File: config.mk
export PLATFORM = sky130hd
export DESIGN_NAME = ultrasonic_echo_range_averager
export DESIGN_NICKNAME = d
export VERILOG_FILES = /design/src/rtl/urav_pkg.sv /design/src/rtl/urav_ctrl.sv /design/src/rtl/urav_avg.sv /design/src/rtl/ultrasonic_echo_range_averager.sv
export SDC_FILE = /design/constraint.sdc
export NUM_CORES = 1
export LEC_CHECK = 0
export CORE_ASPECT_RATIO = 0.9
export CORE_UTILIZATION = 27
export CTS_CLUSTER_DIAMETER = 120
export DETAILED_ROUTE_END_ITERATION = 12
export DONT_BUFFER_PORTS = 1
export HOLD_SLACK_MARGIN = 0.03
export PLACE_DENSITY_LB_ADDON = 0.25
export SYNTH_ARGS = -nofsm -noshare
export SYNTH_HDL_FRONTEND = slang
export SYNTH_SLANG_ARGS = --single-unit
File: constraint.sdc
create_clock -name clk_i -period 9.35 [get_ports clk_i]
set_input_delay 0.4675 -clock clk_i [delete_from_list [all_inputs] [get_ports clk_i]]
set_output_delay 0.4675 -clock clk_i [all_outputs]
set_load 0.05 [all_outputs]
File: src/rtl/urav_pkg.sv
// Package: shared types and constants of the ultrasonic echo range averager.
`timescale 1ns / 1ps

package urav_pkg;

  // Round-trip echo time per centimetre, in microseconds
  localparam int unsigned US_PER_CM = 58;

  // Distance result: 1/16 cm units, saturating
  localparam int unsigned DIST_W   = 15;
  localparam int unsigned DIST_MAX = 32767;

  // Trigger pulse width register
  localparam int unsigned TRIG_W         = 8;
  localparam logic [7:0]  TRIG_WIDTH_RST = 8'd15;

  // Measurement sequencer phases
  typedef enum logic [1:0] {
    PH_IDLE,
    PH_TRIG,
    PH_WAIT,
    PH_COUNT
  } phase_e;

  // Per-tick flags that travel with each request down the pipeline
  typedef struct packed {
    logic trig;
    logic busy;
    logic done;
  } tick_t;

endpackage

File: src/rtl/urav_ctrl.sv
// Module: input register and measurement sequencer of the range averager.
`timescale 1ns / 1ps

module urav_ctrl import urav_pkg::*; #(
  parameter int unsigned NUM_SAMPLES     = 5,
  parameter int unsigned ECHO_COUNT_BITS = 16,
  localparam int unsigned SUM_W          = ECHO_COUNT_BITS + $clog2(NUM_SAMPLES)
) (
  input  logic              clk_i,
  input  logic              rst_ni,
  input  logic              en_i,
  input  logic              in_valid_i,
  input  logic              start_req_i,
  input  logic              echo_level_i,
  input  logic [TRIG_W-1:0] trig_width_i,
  output logic              vld_o,
  output tick_t             tick_o,
  output logic [SUM_W-1:0]  sum_o
);

  localparam int unsigned IDX_W = $clog2(NUM_SAMPLES + 1);

  logic                       in_vld_q;
  logic                       start_q;
  logic                       echo_q;

  phase_e                     phase_q, phase_d;
  logic [TRIG_W-1:0]          trig_cnt_q, trig_cnt_d;
  logic [ECHO_COUNT_BITS-1:0] echo_time_q, echo_time_d;
  logic [IDX_W-1:0]           idx_q, idx_d;
  logic [SUM_W-1:0]           sum_q, sum_d;

  logic                       vld_q;
  tick_t                      tick_q, tick_d;
  logic [SUM_W-1:0]           sum_out_q;

  logic [TRIG_W-1:0]          width_eff;
  logic [SUM_W-1:0]           sum_next;
  logic [IDX_W-1:0]           idx_next;

  // Capture the incoming request
  always_ff @(posedge clk_i or negedge rst_ni) begin
    if (!rst_ni) begin
      in_vld_q <= 1'b0;
    end else if (en_i) begin
      in_vld_q <= in_valid_i;
    end
  end

  always_ff @(posedge clk_i) begin
    if (en_i) begin
      start_q <= start_req_i;
      echo_q  <= echo_level_i;
    end
  end

  // A zero width still gives a one-tick pulse
  assign width_eff = (trig_width_i == '0) ? TRIG_W'(1) : trig_width_i;
  assign sum_next  = sum_q + SUM_W'(echo_time_q);
  assign idx_next  = idx_q + IDX_W'(1);

  // Sequencer: next state and per-tick flags
  always_comb begin
    phase_d     = phase_q;
    trig_cnt_d  = trig_cnt_q;
    echo_time_d = echo_time_q;
    idx_d       = idx_q;
    sum_d       = sum_q;
    tick_d      = '{trig: 1'b0, busy: 1'b1, done: 1'b0};
    unique case (phase_q)
      PH_TRIG: begin
        if (trig_cnt_q >= width_eff) begin
          phase_d = PH_WAIT;
        end else begin
          tick_d.trig = 1'b1;
          trig_cnt_d  = trig_cnt_q + TRIG_W'(1);
        end
      end
      PH_WAIT: begin
        if (echo_q) begin
          echo_time_d = ECHO_COUNT_BITS'(1);
          phase_d     = PH_COUNT;
        end
      end
      PH_COUNT: begin
        if (echo_q) begin
          // Saturate an overlong echo
          if (echo_time_q != '1) begin
            echo_time_d = echo_time_q + ECHO_COUNT_BITS'(1);
          end
        end else begin
          sum_d = sum_next;
          idx_d = idx_next;
          if (idx_next >= IDX_W'(NUM_SAMPLES)) begin
            tick_d.done = 1'b1;
            tick_d.busy = 1'b0;
            phase_d     = PH_IDLE;
          end else begin
            tick_d.trig = 1'b1;
            trig_cnt_d  = TRIG_W'(1);
            phase_d     = PH_TRIG;
          end
        end
      end
      default: begin
        phase_d = PH_IDLE;
        if (start_q) begin
          tick_d.trig = 1'b1;
          trig_cnt_d  = TRIG_W'(1);
          idx_d       = '0;
          sum_d       = '0;
          echo_time_d = '0;
          phase_d     = PH_TRIG;
        end else begin
          tick_d.busy = 1'b0;
        end
      end
    endcase
  end

  // Advance the sequencer once per request
  always_ff @(posedge clk_i or negedge rst_ni) begin
    if (!rst_ni) begin
      phase_q     <= PH_IDLE;
      trig_cnt_q  <= '0;
      echo_time_q <= '0;
      idx_q       <= '0;
      sum_q       <= '0;
      vld_q       <= 1'b0;
    end else if (en_i) begin
      vld_q <= in_vld_q;
      if (in_vld_q) begin
        phase_q     <= phase_d;
        trig_cnt_q  <= trig_cnt_d;
        echo_time_q <= echo_time_d;
        idx_q       <= idx_d;
        sum_q       <= sum_d;
      end
    end
  end

  // Hold the tick flags and the running sum for the divider
  always_ff @(posedge clk_i) begin
    if (en_i) begin
      tick_q    <= tick_d;
      sum_out_q <= sum_d;
    end
  end

  assign vld_o  = vld_q;
  assign tick_o = tick_q;
  assign sum_o  = sum_out_q;

`ifndef SYNTHESIS
  a_done_idle : assert property (@(posedge clk_i) disable iff (!rst_ni)
    vld_q && tick_q.done |-> !tick_q.busy && !tick_q.trig)
    else $error("done flagged while busy or triggering");

  a_stall_hold : assert property (@(posedge clk_i) disable iff (!rst_ni)
    !en_i |=> $stable(phase_q) && $stable(sum_q) && $stable(idx_q))
    else $error("sequencer moved during a stall");

  a_idx_range : assert property (@(posedge clk_i) disable iff (!rst_ni)
    phase_q != PH_IDLE |-> idx_q < IDX_W'(NUM_SAMPLES))
    else $error("sample index out of range");
`endif

endmodule

File: src/rtl/urav_avg.sv
// Module: averaging divider pipeline and result register of the range averager.
`timescale 1ns / 1ps

module urav_avg import urav_pkg::*; #(
  parameter int unsigned NUM_SAMPLES     = 5,
  parameter int unsigned ECHO_COUNT_BITS = 16,
  localparam int unsigned SUM_W          = ECHO_COUNT_BITS + $clog2(NUM_SAMPLES)
) (
  input  logic              clk_i,
  input  logic              rst_ni,
  input  logic              en_i,
  input  logic              vld_i,
  input  tick_t             tick_i,
  input  logic [SUM_W-1:0]  sum_i,
  output logic              out_valid_o,
  output tick_t             tick_o,
  output logic [DIST_W-1:0] distance_o
);

  // Quotient of (sum*16 + DEN/2) / DEN by reciprocal multiply plus one fix-up
  localparam int unsigned NUM_W    = SUM_W + 5;
  localparam int unsigned DEN      = US_PER_CM * NUM_SAMPLES;
  localparam int unsigned DEN_W    = $clog2(DEN + 1);
  localparam int unsigned R_W      = DEN_W + 1;
  localparam logic [63:0] RECIP64  = (64'd1 << NUM_W) / DEN;
  localparam logic [NUM_W-1:0] RECIP = RECIP64[NUM_W-1:0];

  logic [NUM_W-1:0]   num;
  logic [2*NUM_W-1:0] prod_d;
  logic [NUM_W-1:0]   quo0;
  logic [NUM_W-1:0]   back;
  logic [R_W-1:0]     rem_d;
  logic [NUM_W:0]     quo1;
  logic [DIST_W-1:0]  dist_d;

  logic               v2_q, v3_q, v4_q;
  tick_t              tick2_q, tick3_q, tick4_q;
  logic [2*NUM_W-1:0] prod_q;
  logic [NUM_W-1:0]   num2_q;
  logic [NUM_W-1:0]   quo_q;
  logic [R_W-1:0]     rem_q;
  logic [DIST_W-1:0]  dist_q;

  // Scale to 1/16 cm and add half the divisor for rounding
  assign num    = {1'b0, sum_i, 4'b0000} + NUM_W'(DEN / 2);
  assign prod_d = (2 * NUM_W)'(num) * (2 * NUM_W)'(RECIP);

  // Estimate is low by at most one; find the remainder
  assign quo0  = prod_q[2*NUM_W-1:NUM_W];
  assign back  = NUM_W'(quo0 * NUM_W'(DEN));
  assign rem_d = R_W'(num2_q - back);

  // Apply the fix-up and saturate
  assign quo1   = {1'b0, quo_q} + (NUM_W + 1)'(rem_q >= R_W'(DEN));
  assign dist_d = (quo1 > (NUM_W + 1)'(DIST_MAX)) ? DIST_W'(DIST_MAX) : quo1[DIST_W-1:0];

  // Valid chain
  always_ff @(posedge clk_i or negedge rst_ni) begin
    if (!rst_ni) begin
      v2_q   <= 1'b0;
      v3_q   <= 1'b0;
      v4_q   <= 1'b0;
      dist_q <= '0;
    end else if (en_i) begin
      v2_q <= vld_i;
      v3_q <= v2_q;
      v4_q <= v3_q;
      // Hold the last average until a sequence ends
      if (v3_q && tick3_q.done) begin
        dist_q <= dist_d;
      end
    end
  end

  // Payload stages
  always_ff @(posedge clk_i) begin
    if (en_i) begin
      tick2_q <= tick_i;
      prod_q  <= prod_d;
      num2_q  <= num;
      tick3_q <= tick2_q;
      quo_q   <= quo0;
      rem_q   <= rem_d;
      tick4_q <= tick3_q;
    end
  end

  assign out_valid_o = v4_q;
  assign tick_o      = tick4_q;
  assign distance_o  = dist_q;

`ifndef SYNTHESIS
  a_rem_bound : assert property (@(posedge clk_i) disable iff (!rst_ni)
    v3_q |-> rem_q < R_W'(2 * DEN))
    else $error("reciprocal estimate off by more than one");

  a_est_low : assert property (@(posedge clk_i) disable iff (!rst_ni)
    v2_q |-> back <= num2_q)
    else $error("reciprocal estimate too high");

  a_dist_hold : assert property (@(posedge clk_i) disable iff (!rst_ni)
    !en_i |=> $stable(dist_q) && $stable(v4_q))
    else $error("result register changed during a stall");
`endif

endmodule

File: src/rtl/ultrasonic_echo_range_averager.sv
// Top level: ultrasonic echo range averager.
`timescale 1ns / 1ps

// Feed one request per microsecond tick (start_req_i, echo_level_i). Each
// request yields exactly one result, in order. Each result passes through
// the input register, the sequencer register and the three-stage
// reciprocal-multiply divider that forms the average sum*16/(58*NUM_SAMPLES),
// rounded with halves up and saturated at 32767. One request is taken every
// cycle while the output side keeps up. trigger_width_us_i is written through
// the cfg channel (reset 15, zero acts as one tick) and should only change
// while no sequence runs.
module ultrasonic_echo_range_averager import urav_pkg::*; #(
  parameter int unsigned NUM_SAMPLES     = 5,
  parameter int unsigned ECHO_COUNT_BITS = 16
) (
  input  logic              clk_i,
  input  logic              rst_ni,
  input  logic              cfg_valid_i,
  output logic              cfg_ready_o,
  input  logic [TRIG_W-1:0] trigger_width_us_i,
  input  logic              in_valid_i,
  output logic              in_ready_o,
  input  logic              start_req_i,
  input  logic              echo_level_i,
  output logic              out_valid_o,
  input  logic              out_ready_i,
  output logic              trigger_out_o,
  output logic              busy_res_o,
  output logic              done_res_o,
  output logic [DIST_W-1:0] distance_q4_o
);

  localparam int unsigned SUM_W = ECHO_COUNT_BITS + $clog2(NUM_SAMPLES);

  logic [TRIG_W-1:0] trig_width_q;
  logic              adv;
  logic              s1_vld;
  tick_t             s1_tick;
  logic [SUM_W-1:0]  s1_sum;
  tick_t             out_tick;

  // Trigger width register
  always_ff @(posedge clk_i or negedge rst_ni) begin
    if (!rst_ni) begin
      trig_width_q <= TRIG_WIDTH_RST;
    end else if (cfg_valid_i) begin
      trig_width_q <= trigger_width_us_i;
    end
  end

  assign cfg_ready_o = 1'b1;

  // Advance the whole pipeline unless a result waits unread
  assign adv        = !out_valid_o || out_ready_i;
  assign in_ready_o = adv;

  urav_ctrl #(
    .NUM_SAMPLES     (NUM_SAMPLES),
    .ECHO_COUNT_BITS (ECHO_COUNT_BITS)
  ) u_ctrl (
    .clk_i        (clk_i),
    .rst_ni       (rst_ni),
    .en_i         (adv),
    .in_valid_i   (in_valid_i),
    .start_req_i  (start_req_i),
    .echo_level_i (echo_level_i),
    .trig_width_i (trig_width_q),
    .vld_o        (s1_vld),
    .tick_o       (s1_tick),
    .sum_o        (s1_sum)
  );

  urav_avg #(
    .NUM_SAMPLES     (NUM_SAMPLES),
    .ECHO_COUNT_BITS (ECHO_COUNT_BITS)
  ) u_avg (
    .clk_i       (clk_i),
    .rst_ni      (rst_ni),
    .en_i        (adv),
    .vld_i       (s1_vld),
    .tick_i      (s1_tick),
    .sum_i       (s1_sum),
    .out_valid_o (out_valid_o),
    .tick_o      (out_tick),
    .distance_o  (distance_q4_o)
  );

  assign trigger_out_o = out_tick.trig;
  assign busy_res_o    = out_tick.busy;
  assign done_res_o    = out_tick.done;

endmodule

==> impl_metrics.py, run 1 <==
metrics = {
    "setup_path": {
        "cpMostUsedCell": "fa_1",
        "worstRegToRegCells": 24,
        "path_cells": "nand3_1 -> nand2b_1 -> nand3_1 -> nor2_1 -> and4_1 -> nand2_1 -> xnor2_1 -> fa_1 -> inv_1 -> fa_1 -> inv_1 -> fa_1 -> fa_1 -> fa_1 -> inv_1 -> fa_1 -> inv_1 -> ha_1 -> nand4_1 -> o311ai_0 -> nand2_1 -> o211ai_1 -> a21oi_1 -> xnor2_1",
        "path_delay_family": "adder cells",
        "reg2reg_from": "u_ctrl.sum_o[0]",
        "slowest_stage": "o311ai_0",
        "r2r-end": "u_avg.prod_q[39]",
        "path_class": "reg -> reg",
        "cp-end-kind": "register",
        "crit_fanout": 7,
        "cp_num_buf_inv": 4,
        "arrival_ns": 8.02,
        "r2r_slack_ns": 1.51,
        "worstPathRequired_ns": 9.52,
        "critPathMaxStageDelay_ns": 0.78,
        "critPathLaunchType": "register",
    },
    "global_routing": {
        "grt_start_max_net_pins": 77,
        "grt_pass1_vias": 9202,
        "track_usage_pct": 11.95,
        "antenna_found_initial": 0,
        "grt_first_pass_wirelength_um": 48440,
        "grt-ovfl-total": 0,
    },
    "drt": {
        "drt_iter0_markers": 362,
        "vias_per_cell": 4.454,
        "dr_total_vias": 9087,
        "ant_nets": 0,
        "finalWirelength_um": 29460,
        "drc": 0,
        "wl_per_cell_um": 14.44,
        "dr.pass1.iters": 5,
    },
    "hold_path": {
        "worstHoldStart": "cfg_valid_i",
        "min_path_cells": 1,
        "hold_class": "in -> reg",
        "worstHoldEndpoint": "trig_width_q[2]",
    },
    "floorplan": {
        "start_util_pct": 27.34,
        "io_pins": 36,
        "rows": 78,
        "core-area_sq_um": 50460,
        "die_area_sq_um": 52000,
        "die_x_um": 240.3,
        "die_h_um": 216.4,
    },
    "run_status": {
        "outcome": "complete, no violations",
    },
    "finish": {
        "diodes": 0,
        "area_growth_pct": 10.03,
        "fillers": 5254,
        "drive_above_1_share_pct": 5.588,
        "multiInputGateArea_sq_um": 8524,
        "final_nets": 1661,
        "seq_area_sq_um": 4279,
    },
    "sta": {
        "rsz0062_at_grt": "false",
        "holdWs_ns": 0.08526,
        "drv_slew": 0,
        "finClkSkew_ns": 0.01172,
        "tns_ns": 0,
        "period_share_pct": 83.90,
        "fmax_ghz": 0.1275,
        "finalHoldViolations": 0,
        "finalCriticalPeriod_ns": 7.844,
        "finalSetupViolCount": 0,
        "maxSlewHeadroom_pct": 29.46,
        "worstMarginPinSlew_ns": 1.058,
    },
    "logic_synthesis": {
        "syn-instance-count": 1345,
        "synth-seq-area-share_pct": 31.02,
        "synth_area_sq_um": 13790,
        "ys_ff_latch": 155,
        "synth-edff-count": 79,
        "synth_warnings": 0,
        "synthArstFlopShare_pct": 49.03,
        "syn_avg_cell_area_sq_um": 10.26,
        "synth_ff_type": "edfxtp_1",
        "synth_cell_types": 69,
        "syn_nets": 1659,
    },
    "job": {
        "cap_violations": 0,
    },
    "clocking": {
        "root_buffer": "clkbuf_16",
        "clk_path_buf_depth": 2,
        "cts.clk_slew.worst_paths_ns": 0.07,
        "cts_sinks": 155,
        "cts_made_buffers": 17,
        "cts_tree": "built",
        "cts.htree.levels": 4,
        "cts-resized-gates": 0,
        "clkLatencyLatePin_ns": 0.43,
    },
    "place": {
        "port_buffers": 0,
        "place.gp.congestion": 0.8243,
        "place_hpwl_um": 24070,
    },
}
-- what timing repair did --
| action | in CTS | in global routing |
|---|---|---|
| buffers inserted | 0 | 0 |
| hold endpoints to repair | 76 | 0 |
| hold buffers | 2 | 0 |
-- synth_stat cells, types with 14 or more instances --
cell type,number,area [sq um]
a21o_1,27,202.7
a21oi_1,65,325.3
a22o_1,19,166.4
and3_1,19,118.9
clkbuf_1,16,60.06
dfrtp_1,72,1802
edfxtp_1,79,2372
fa_1,112,2242
ha_1,187,2340
inv_1,230,863.3
nand2_1,102,382.9
nand3_1,28,140.1
nand4_1,14,87.58
nor2_1,67,251.5
nor3_1,17,85.08
o21ai_0,40,200.2
xnor2_1,53,464.2
xor2_1,32,280.3
-- per-stage QoR --
step / area, sq um / std cells / utilization (%) / setup slack, ns
after floorplan: 13790 / 1345 / - / 2.358
after global placement: 14580 / 2006 / 28.89 / 1.623
after detailed placement: 14580 / 2006 / 28.89 / 1.415
after CTS: 15180 / 2040 / 30.08 / 1.407
after global routing: 15180 / 2040 / 30.08 / 0.9189
final: 15180 / 2040 / 30.08 / 1.506
-- metal layers --
metal  share of wire [%]  up-vias  track usage [%]
met2                  47      103            19.61
met3                 3.7       12            2.420
li1                    -     4577                -
met4                0.66        0            2.399
met1                  49     4395            16.19
met5                   0        -                0
-- sequential cells by signal (all words and copies together) (netlist names), 2 cells and up --
register	flops
u_ctrl.sum_o	19
u_ctrl.sum_q	19
u_avg.prod_q	16
u_avg.quo_q	16
u_ctrl.echo_time_q	16
u_avg.distance_o	15
trig_width_q	8
u_avg.rem_q	8
u_ctrl.trig_cnt_q	8
u_avg.num2_q	6
u_avg.tick2_q	3
u_avg.tick3_q	3
u_avg.tick_o	3
u_ctrl.idx_q	3
u_ctrl.tick_o	3
u_ctrl.phase_q	2
-- layout make-up --
| class | count | area share [%] |
|---|---|---|
| multi-input combinational | 933 | 56.16 |
| sequential | 155 | 28.19 |
| inverter | 230 | 5.688 |
| tap | 680 | 5.605 |
| clock buffer | 18 | 2.827 |
| clock inverter | 14 | 0.8820 |
| timing repair buffer | 10 | 0.6430 |
-- cell usage in the layout (no fill, tap or decap), types with 7 or more instances in the layout --
cell type | Yosys | routed
or2_2 | 9 | 9
xor2_1 | 32 | 32
a31oi_1 | 7 | 7
mux2i_1 | 9 | 9
o21ai_1 | 10 | 10
a21o_1 | 27 | 27
nand3_1 | 28 | 28
dfrtp_1 | 72 | 72
nand2_1 | 102 | 102
fa_1 | 112 | 112
mux2_2 | 10 | 10
o21ai_0 | 40 | 40
clkbuf_16 | 0 | 17
ha_1 | 187 | 187
a32o_1 | 11 | 11
nand2b_1 | 11 | 10
buf_4 | 3 | 8
and3_1 | 19 | 19
nor2_1 | 67 | 67
edfxtp_1 | 79 | 79
nor3_1 | 17 | 17
a21oi_1 | 65 | 65
a22o_1 | 19 | 19
inv_1 | 230 | 230
nand4_1 | 14 | 14
xnor2_1 | 53 | 53
-- worst register-to-register path, delay by kind of cell (launching register included) --
family | cells | cell delay, ns
flops | 1 | 0.50
xor+xnor | 2 | 0.88
compound gates | 3 | 1.21
fa+ha+maj | 7 | 3.32
buf+inv | 4 | 0.28
simple gates | 8 | 1.41
-- how the worst max path moves through the flow --
stage	from	to	slack, ns	cells past startpoint
6_report	u_ctrl.sum_o[0]	u_avg.prod_q[39]	1.51	24
5_1_grt	u_ctrl.sum_o[0]	u_avg.prod_q[39]	0.92	24
4_1_cts	u_ctrl.sum_o[0]	u_avg.prod_q[39]	1.41	24
3_5_place_dp	u_ctrl.sum_o[0]	u_avg.prod_q[39]	1.42	24
3_3_place_gp	u_ctrl.sum_o[0]	u_avg.prod_q[39]	1.62	24
2_1_floorplan	u_ctrl.sum_o[0]	u_avg.prod_q[39]	2.36	26
-- logic make-up (layout without fill, tap and decap cells) --
logic type | Yosys count | in the layout | synth area share [%]
adder cells (fa/ha/maj) | 299 | 299 | 33.22
buffers and inverters | 257 | 272 | 7.238
flip-flops | 155 | 155 | 31.02
AO/OA/AOI/OAI | 234 | 234 | 11.46
XOR/XNOR | 86 | 86 | 5.515
multiplexers | 19 | 19 | 1.469
other | 1 | 1 | 0.02718
AND/OR/NAND/NOR | 294 | 294 | 10.06
Power of run 1 is not shown: default switching activity piles up to over one toggle a cycle in this logic, so the estimate is an artifact.
==> run 2: changes to the inputs <==
--- a/config.mk
+++ b/config.mk
@@ -5,6 +5,7 @@
 export SDC_FILE = /design/constraint.sdc
 export NUM_CORES = 1
 export LEC_CHECK = 0
+export ABC_AREA = 1
 export CORE_ASPECT_RATIO = 0.9
 export CORE_UTILIZATION = 27
 export CTS_CLUSTER_DIAMETER = 120
==> constraint.sdc (replaced) <==
create_clock -name clk_i -period 7.5 [get_ports clk_i]
set_input_delay 0.375 -clock clk_i [delete_from_list [all_inputs] [get_ports clk_i]]
set_output_delay 0.375 -clock clk_i [all_outputs]
set_load 0.05 [all_outputs]
==> impl_metrics.py, run 2 <==
metrics = {
    "logic_synthesis": {
        "synthArstFlopShare_pct": 49.03,
        "syn_nets": 2026,
        "synthMuxAreaShare_pct": 0.1528,
        "synth_top_area_share_pct": 16.09,
        "synthSimpleGateAreaFrac_pct": 16.93,
        "synth-edff-count": 79,
        "synth-compound-area-share_pct": 9.174,
        "synthAdderAreaFrac_pct": 31.08,
        "synth_area_leaders": "edfxtp_1 16%, ha_1 16%, fa_1 15%",
        "synth_area_sq_um": 14740,
        "synthTopCellsByCount": "344 x inv_1, 313 x nand2_1, 187 x ha_1, 118 x nor2_1, 112 x fa_1",
        "synth_warnings": 0,
        "yosysMostFrequentCell": "inv_1",
        "synth_ff_type": "edfxtp_1",
        "synthXorXnorAreaFrac_pct": 3.946,
        "synth_cell_types": 57,
        "ys_ff_latch": 155,
        "syn-instance-count": 1712,
        "syn_avg_cell_area_sq_um": 8.612,
        "yosysTopAreaCell": "edfxtp_1",
        "synth_top_family_by_area": "adder cells",
        "synth-seq-area-share_pct": 29.02,
    },
    "setup_path": {
        "crit_fanout": 8,
        "reg2reg_from": "u_ctrl.sum_o[0]",
        "worstPathRequired_ns": 7.70,
        "worstRegToRegCells": 32,
        "r2r_slack_ns": 0.55,
        "arrival_ns": 7.16,
        "critPathLaunchType": "register",
        "path_class": "reg -> reg",
        "critPathMaxStageDelay_ns": 0.56,
        "r2r-end": "u_avg.prod_q[35]",
        "slowest_stage": "fa_1",
        "cp-end-kind": "register",
    },
    "global_routing": {
        "grt-ovfl-total": 0,
        "antenna_found_initial": 0,
        "grt_start_max_net_pins": 77,
        "grt_first_pass_wirelength_um": 57060,
        "track_usage_pct": 13.08,
        "grt_pass1_vias": 11040,
    },
    "clocking": {
        "cts_sinks": 155,
        "cts.clk_slew.worst_paths_ns": 0.08,
        "cts_setup_buffers": 0,
        "cts.htree.levels": 4,
        "clkLatencyLatePin_ns": 0.45,
        "clk_path_buf_depth": 2,
        "cts_made_buffers": 17,
        "cts_tree": "built",
        "root_buffer": "clkbuf_16",
    },
    "drt": {
        "drc": 0,
        "drt_iter0_markers": 486,
        "dr.pass1.iters": 5,
        "finalWirelength_um": 34980,
        "vias_per_cell": 4.434,
        "ant_nets": 0,
        "wl_per_cell_um": 14.30,
        "dr_total_vias": 10850,
    },
    "sta": {
        "maxSlewHeadroom_pct": 37.18,
        "finalSetupViolCount": 0,
        "fmax_ghz": 0.1438,
        "finClkSkew_ns": 0.01558,
        "period_share_pct": 92.73,
        "worstMarginPinSlew_ns": 0.9413,
        "tns_ns": 0,
        "finalHoldViolations": 0,
        "finalCriticalPeriod_ns": 6.955,
        "rsz0062_at_grt": "false",
        "drv_slew": 0,
    },
    "finish": {
        "drive_above_1_share_pct": 6.229,
        "final_nets": 2051,
        "multiInputGateArea_sq_um": 9051,
        "final_cell_mix": "344 x inv_1, 313 x nand2_1, 187 x ha_1",
        "seq_area_sq_um": 4279,
        "diodes": 0,
        "area_growth_pct": 11.06,
        "fillers": 5663,
        "final_common_cell": "inv_1",
    },
    "hold_path": {
        "worstHoldStart": "cfg_valid_i",
        "hold_class": "in -> reg",
        "min_path_cells": 2,
        "worstHoldEndpoint": "trig_width_q[4]",
    },
    "floorplan": {
        "rows": 80,
        "core-area_sq_um": 53450,
        "die_area_sq_um": 55540,
        "die_h_um": 223.7,
        "die_x_um": 248.3,
        "io_pins": 36,
        "start_util_pct": 27.58,
    },
    "job": {
        "cap_violations": 0,
    },
    "place": {
        "port_buffers": 0,
        "place_hpwl_um": 29070,
        "place.gp.congestion": 0.8518,
    },
    "run_status": {
        "outcome": "complete, no violations",
    },
}
run 2: cell types whose count changed after synthesis, sizes merged, moves of 28 or more:
cell / before / now
nor2: 67 / 126
inv: 230 / 359
o21ai: 50 / 92
nand2: 103 / 329
nand3: 28 / 62
xnor2: 53 / 25
run 2: cells by family after synthesis:
kind of cell | after synthesis
AOI/OAI and AO/OA | 240
buffers and inverters | 377
xor gates and xnor gates | 63
muxes | 2
and+or+nand+nor | 575
other | 1
adders and majority gates | 299
DFF | 155
run 2: final cells by class:
type	count	share of cell area, %
multi-input cells	1180	55.28
flip-flops and latches	155	26.13
inverters	360	8.268
well taps	697	5.326
clock buffers	20	2.988
repair buffers	23	1.330
clock inverters	12	0.6725
run 2: layer usage:
layer | global-route usage, % | up-vias | share of wire [%]
li1 | - | 5541 | -
met1 | 17.65 | 5175 | 48
met2 | 22.16 | 116 | 49
met3 | 2.121 | 18 | 2.5
met4 | 2.105 | 0 | 0.77
met5 | 0 | - | 0
run 2: stage by stage:
| step | utilization (%) | setup slack, ns | cell area (sq um) | std cells | hold slack, ns |
|---|---|---|---|---|---|
| final | 30.63 | 0.5452 | 16370 | 2447 | 0.06344 |
| after global routing | 30.63 | 0.01515 | 16370 | 2447 | 0.05315 |
| after global placement | 29.26 | 0.5214 | 15640 | 2404 | 0.08800 |
| after CTS | 30.60 | 0.3838 | 16360 | 2446 | 0.03178 |
| after floorplan | - | 1.063 | 14740 | 1712 | 0.07941 |
| after detailed placement | 29.26 | 0.3931 | 15640 | 2404 | 0.08820 |
run 2: how the worst max path moves through the flow:
stage                               start               end  slack, ns  depth (start not counted)
after floorplan           u_ctrl.sum_o[0]  u_avg.prod_q[38]       1.06                         31
after global placement    u_ctrl.sum_o[0]  u_avg.prod_q[38]       0.52                         30
after detailed placement  u_ctrl.sum_o[0]  u_avg.prod_q[38]       0.39                         30
after CTS                 u_ctrl.sum_o[0]  u_avg.prod_q[38]       0.38                         30
after global routing      u_ctrl.sum_o[0]  u_avg.prod_q[32]       0.02                         33
final                     u_ctrl.sum_o[0]  u_avg.prod_q[35]       0.55                         32
run 2: repair_timing:
item | in CTS | in global routing
hold buffers | 10 | 1
setup endpoints to repair | 0 | 1
gates resized for setup | 0 | 1
endpoints found under the hold margin | 86 | 1
run 2: worst max-delay path, delay by kind of cell (launching register included):
family,cells,cell delay (ns)
DFF,1,0.55
and+or+nand+nor,14,1.40
adders and majority gates,7,3.42
AOI/OAI and AO/OA,4,0.83
buffers and inverters,7,0.49
Power of run 2 is left out for the same reason.
==> run 3: changes to the inputs <==
--- a/config.mk
+++ b/config.mk
@@ -5,7 +5,6 @@
 export SDC_FILE = /design/constraint.sdc
 export NUM_CORES = 1
 export LEC_CHECK = 0
-export ABC_AREA = 1
 export CORE_ASPECT_RATIO = 0.9
 export CORE_UTILIZATION = 27
 export CTS_CLUSTER_DIAMETER = 120
==> impl_metrics.py, run 3 (same netlist as run 1, synthesis figures left out) <==
metrics = {
    "hold_path": {
        "hold_class": "in -> reg",
    },
    "sta": {
        "fmax_ghz": 0.1447,
        "rsz0062_at_grt": "false",
        "finClkSkew_ns": 0.01205,
        "drv_slew": 0,
        "worst_slack_ns": 0.5877,
        "worstMarginPinSlew_ns": 1.040,
        "period_share_pct": 92.16,
        "maxSlewHeadroom_pct": 30.69,
        "holdWs_ns": 0.05910,
        "tns_ns": 0,
        "finalSetupViolCount": 0,
        "finalHoldViolations": 0,
        "finalCriticalPeriod_ns": 6.912,
    },
    "drt": {
        "vias_per_cell": 4.447,
        "dr.pass1.iters": 5,
        "dr_total_vias": 9166,
        "drc": 0,
        "drt_iter0_markers": 378,
        "wl_per_cell_um": 14.43,
        "ant_nets": 0,
        "finalWirelength_um": 29730,
    },
    "setup_path": {
        "cp_num_buf_inv": 6,
        "critPathLaunchType": "register",
        "path_class": "reg -> reg",
        "slowest_stage": "fa_1",
        "crit_fanout": 7,
        "cpMostUsedCell": "fa_1",
        "worstPathRequired_ns": 7.69,
        "critPathMaxStageDelay_ns": 0.56,
        "arrival_ns": 7.10,
        "path_delay_family": "adder cells",
        "cp-end-kind": "register",
    },
    "clocking": {
        "clkLatencyLatePin_ns": 0.44,
        "cts_tree": "built",
        "cts_made_buffers": 17,
        "root_buffer": "clkbuf_16",
        "clk_path_buf_depth": 2,
        "cts.htree.levels": 4,
        "cts.clk_slew.worst_paths_ns": 0.07,
        "cts_sinks": 155,
    },
    "floorplan": {
        "io_pins": 36,
        "core-area_sq_um": 50460,
        "die_x_um": 240.3,
        "start_util_pct": 27.34,
        "rows": 78,
        "die_h_um": 216.4,
        "die_area_sq_um": 52000,
    },
    "finish": {
        "drive_above_1_share_pct": 6.879,
        "area_growth_pct": 11.51,
        "diodes": 0,
        "final_common_cell": "inv_1",
        "final_nets": 1682,
        "final_cell_mix": "230 x inv_1, 187 x ha_1, 112 x fa_1",
        "post-route-cell-area_sq_um": 15380,
        "fillers": 5244,
    },
    "place": {
        "place.gp.congestion": 0.8504,
        "placed_cell_area_sq_um": 14690,
        "port_buffers": 0,
        "post-place-ws_ns": 0.2300,
        "place_hpwl_um": 24360,
    },
    "global_routing": {
        "grt_start_max_net_pins": 77,
        "antenna_found_initial": 0,
        "track_usage_pct": 12.10,
        "grt_pass1_vias": 9459,
        "grt_first_pass_wirelength_um": 49480,
        "grt-ovfl-total": 0,
    },
    "run_status": {
        "outcome": "complete, no violations",
    },
    "job": {
        "cap_violations": 0,
    },
}
-- run 3: area by class of cell --
class	count	area [sq um]	area share, %
multi-input combinational	933	8537	55.50
sequential	155	4279	27.82
inverter	230	863.3	5.612
tap	680	850.8	5.531
clock buffer	18	429.2	2.790
timing repair buffer	31	265.3	1.724
clock inverter	14	157.7	1.025
-- run 3: path summary, 6_finish.rpt --
path,to,slack (ns),cells after the start,startpoint
max,u_avg.prod_q[36],0.59,28,u_ctrl.sum_o[2]
min,trig_width_q[3],0.06,2,trigger_width_us_i[3]
max reg2reg,u_avg.prod_q[36],0.59,28,u_ctrl.sum_o[2]
min reg2reg,u_avg.tick_o[1],0.42,0,u_avg.tick3_q[1]
max in group asynchronous,trig_width_q[3],6.59,2,rst_ni
min in group asynchronous,u_avg.distance_o[14],0.49,2,rst_ni
-- run 3: metrics by stage --
stage | utilization (%) | cells
CTS | 30.43 | 2059
detailed placement | 29.12 | 2021
finish | 30.49 | 2061
global placement | 29.12 | 2021
global route | 30.49 | 2061
floorplan | - | 1345
-- run 3: what timing repair did --
item,4_1_cts,5_1_grt
buffers inserted,0,2
endpoints found under the setup margin,0,6
hold endpoints to repair,85,0
hold buffers,6,0
resized for setup,0,2
-- run 3: routing by layer --
metal  share of wire (%)  GRT usage [%]  up-vias  wire (um)
met3                 2.4          2.012       25        721
met2                  46          19.61      110      13690
met5                   0              0        -          0
met4                 1.4          3.163        0        426
met1                  50          16.60     4421      14900
li1                    -              -     4610          -
-- run 3: worst register-to-register path: cells and delay by family, from the launching register on --
family,cells,cell delay [ns]
fa+ha+maj,7,3.46
simple gates,7,1.10
xor+xnor,2,0.21
flops,1,0.44
compound gates,6,0.92
buf+inv,6,0.56
Power of run 3 is left out for the same reason.
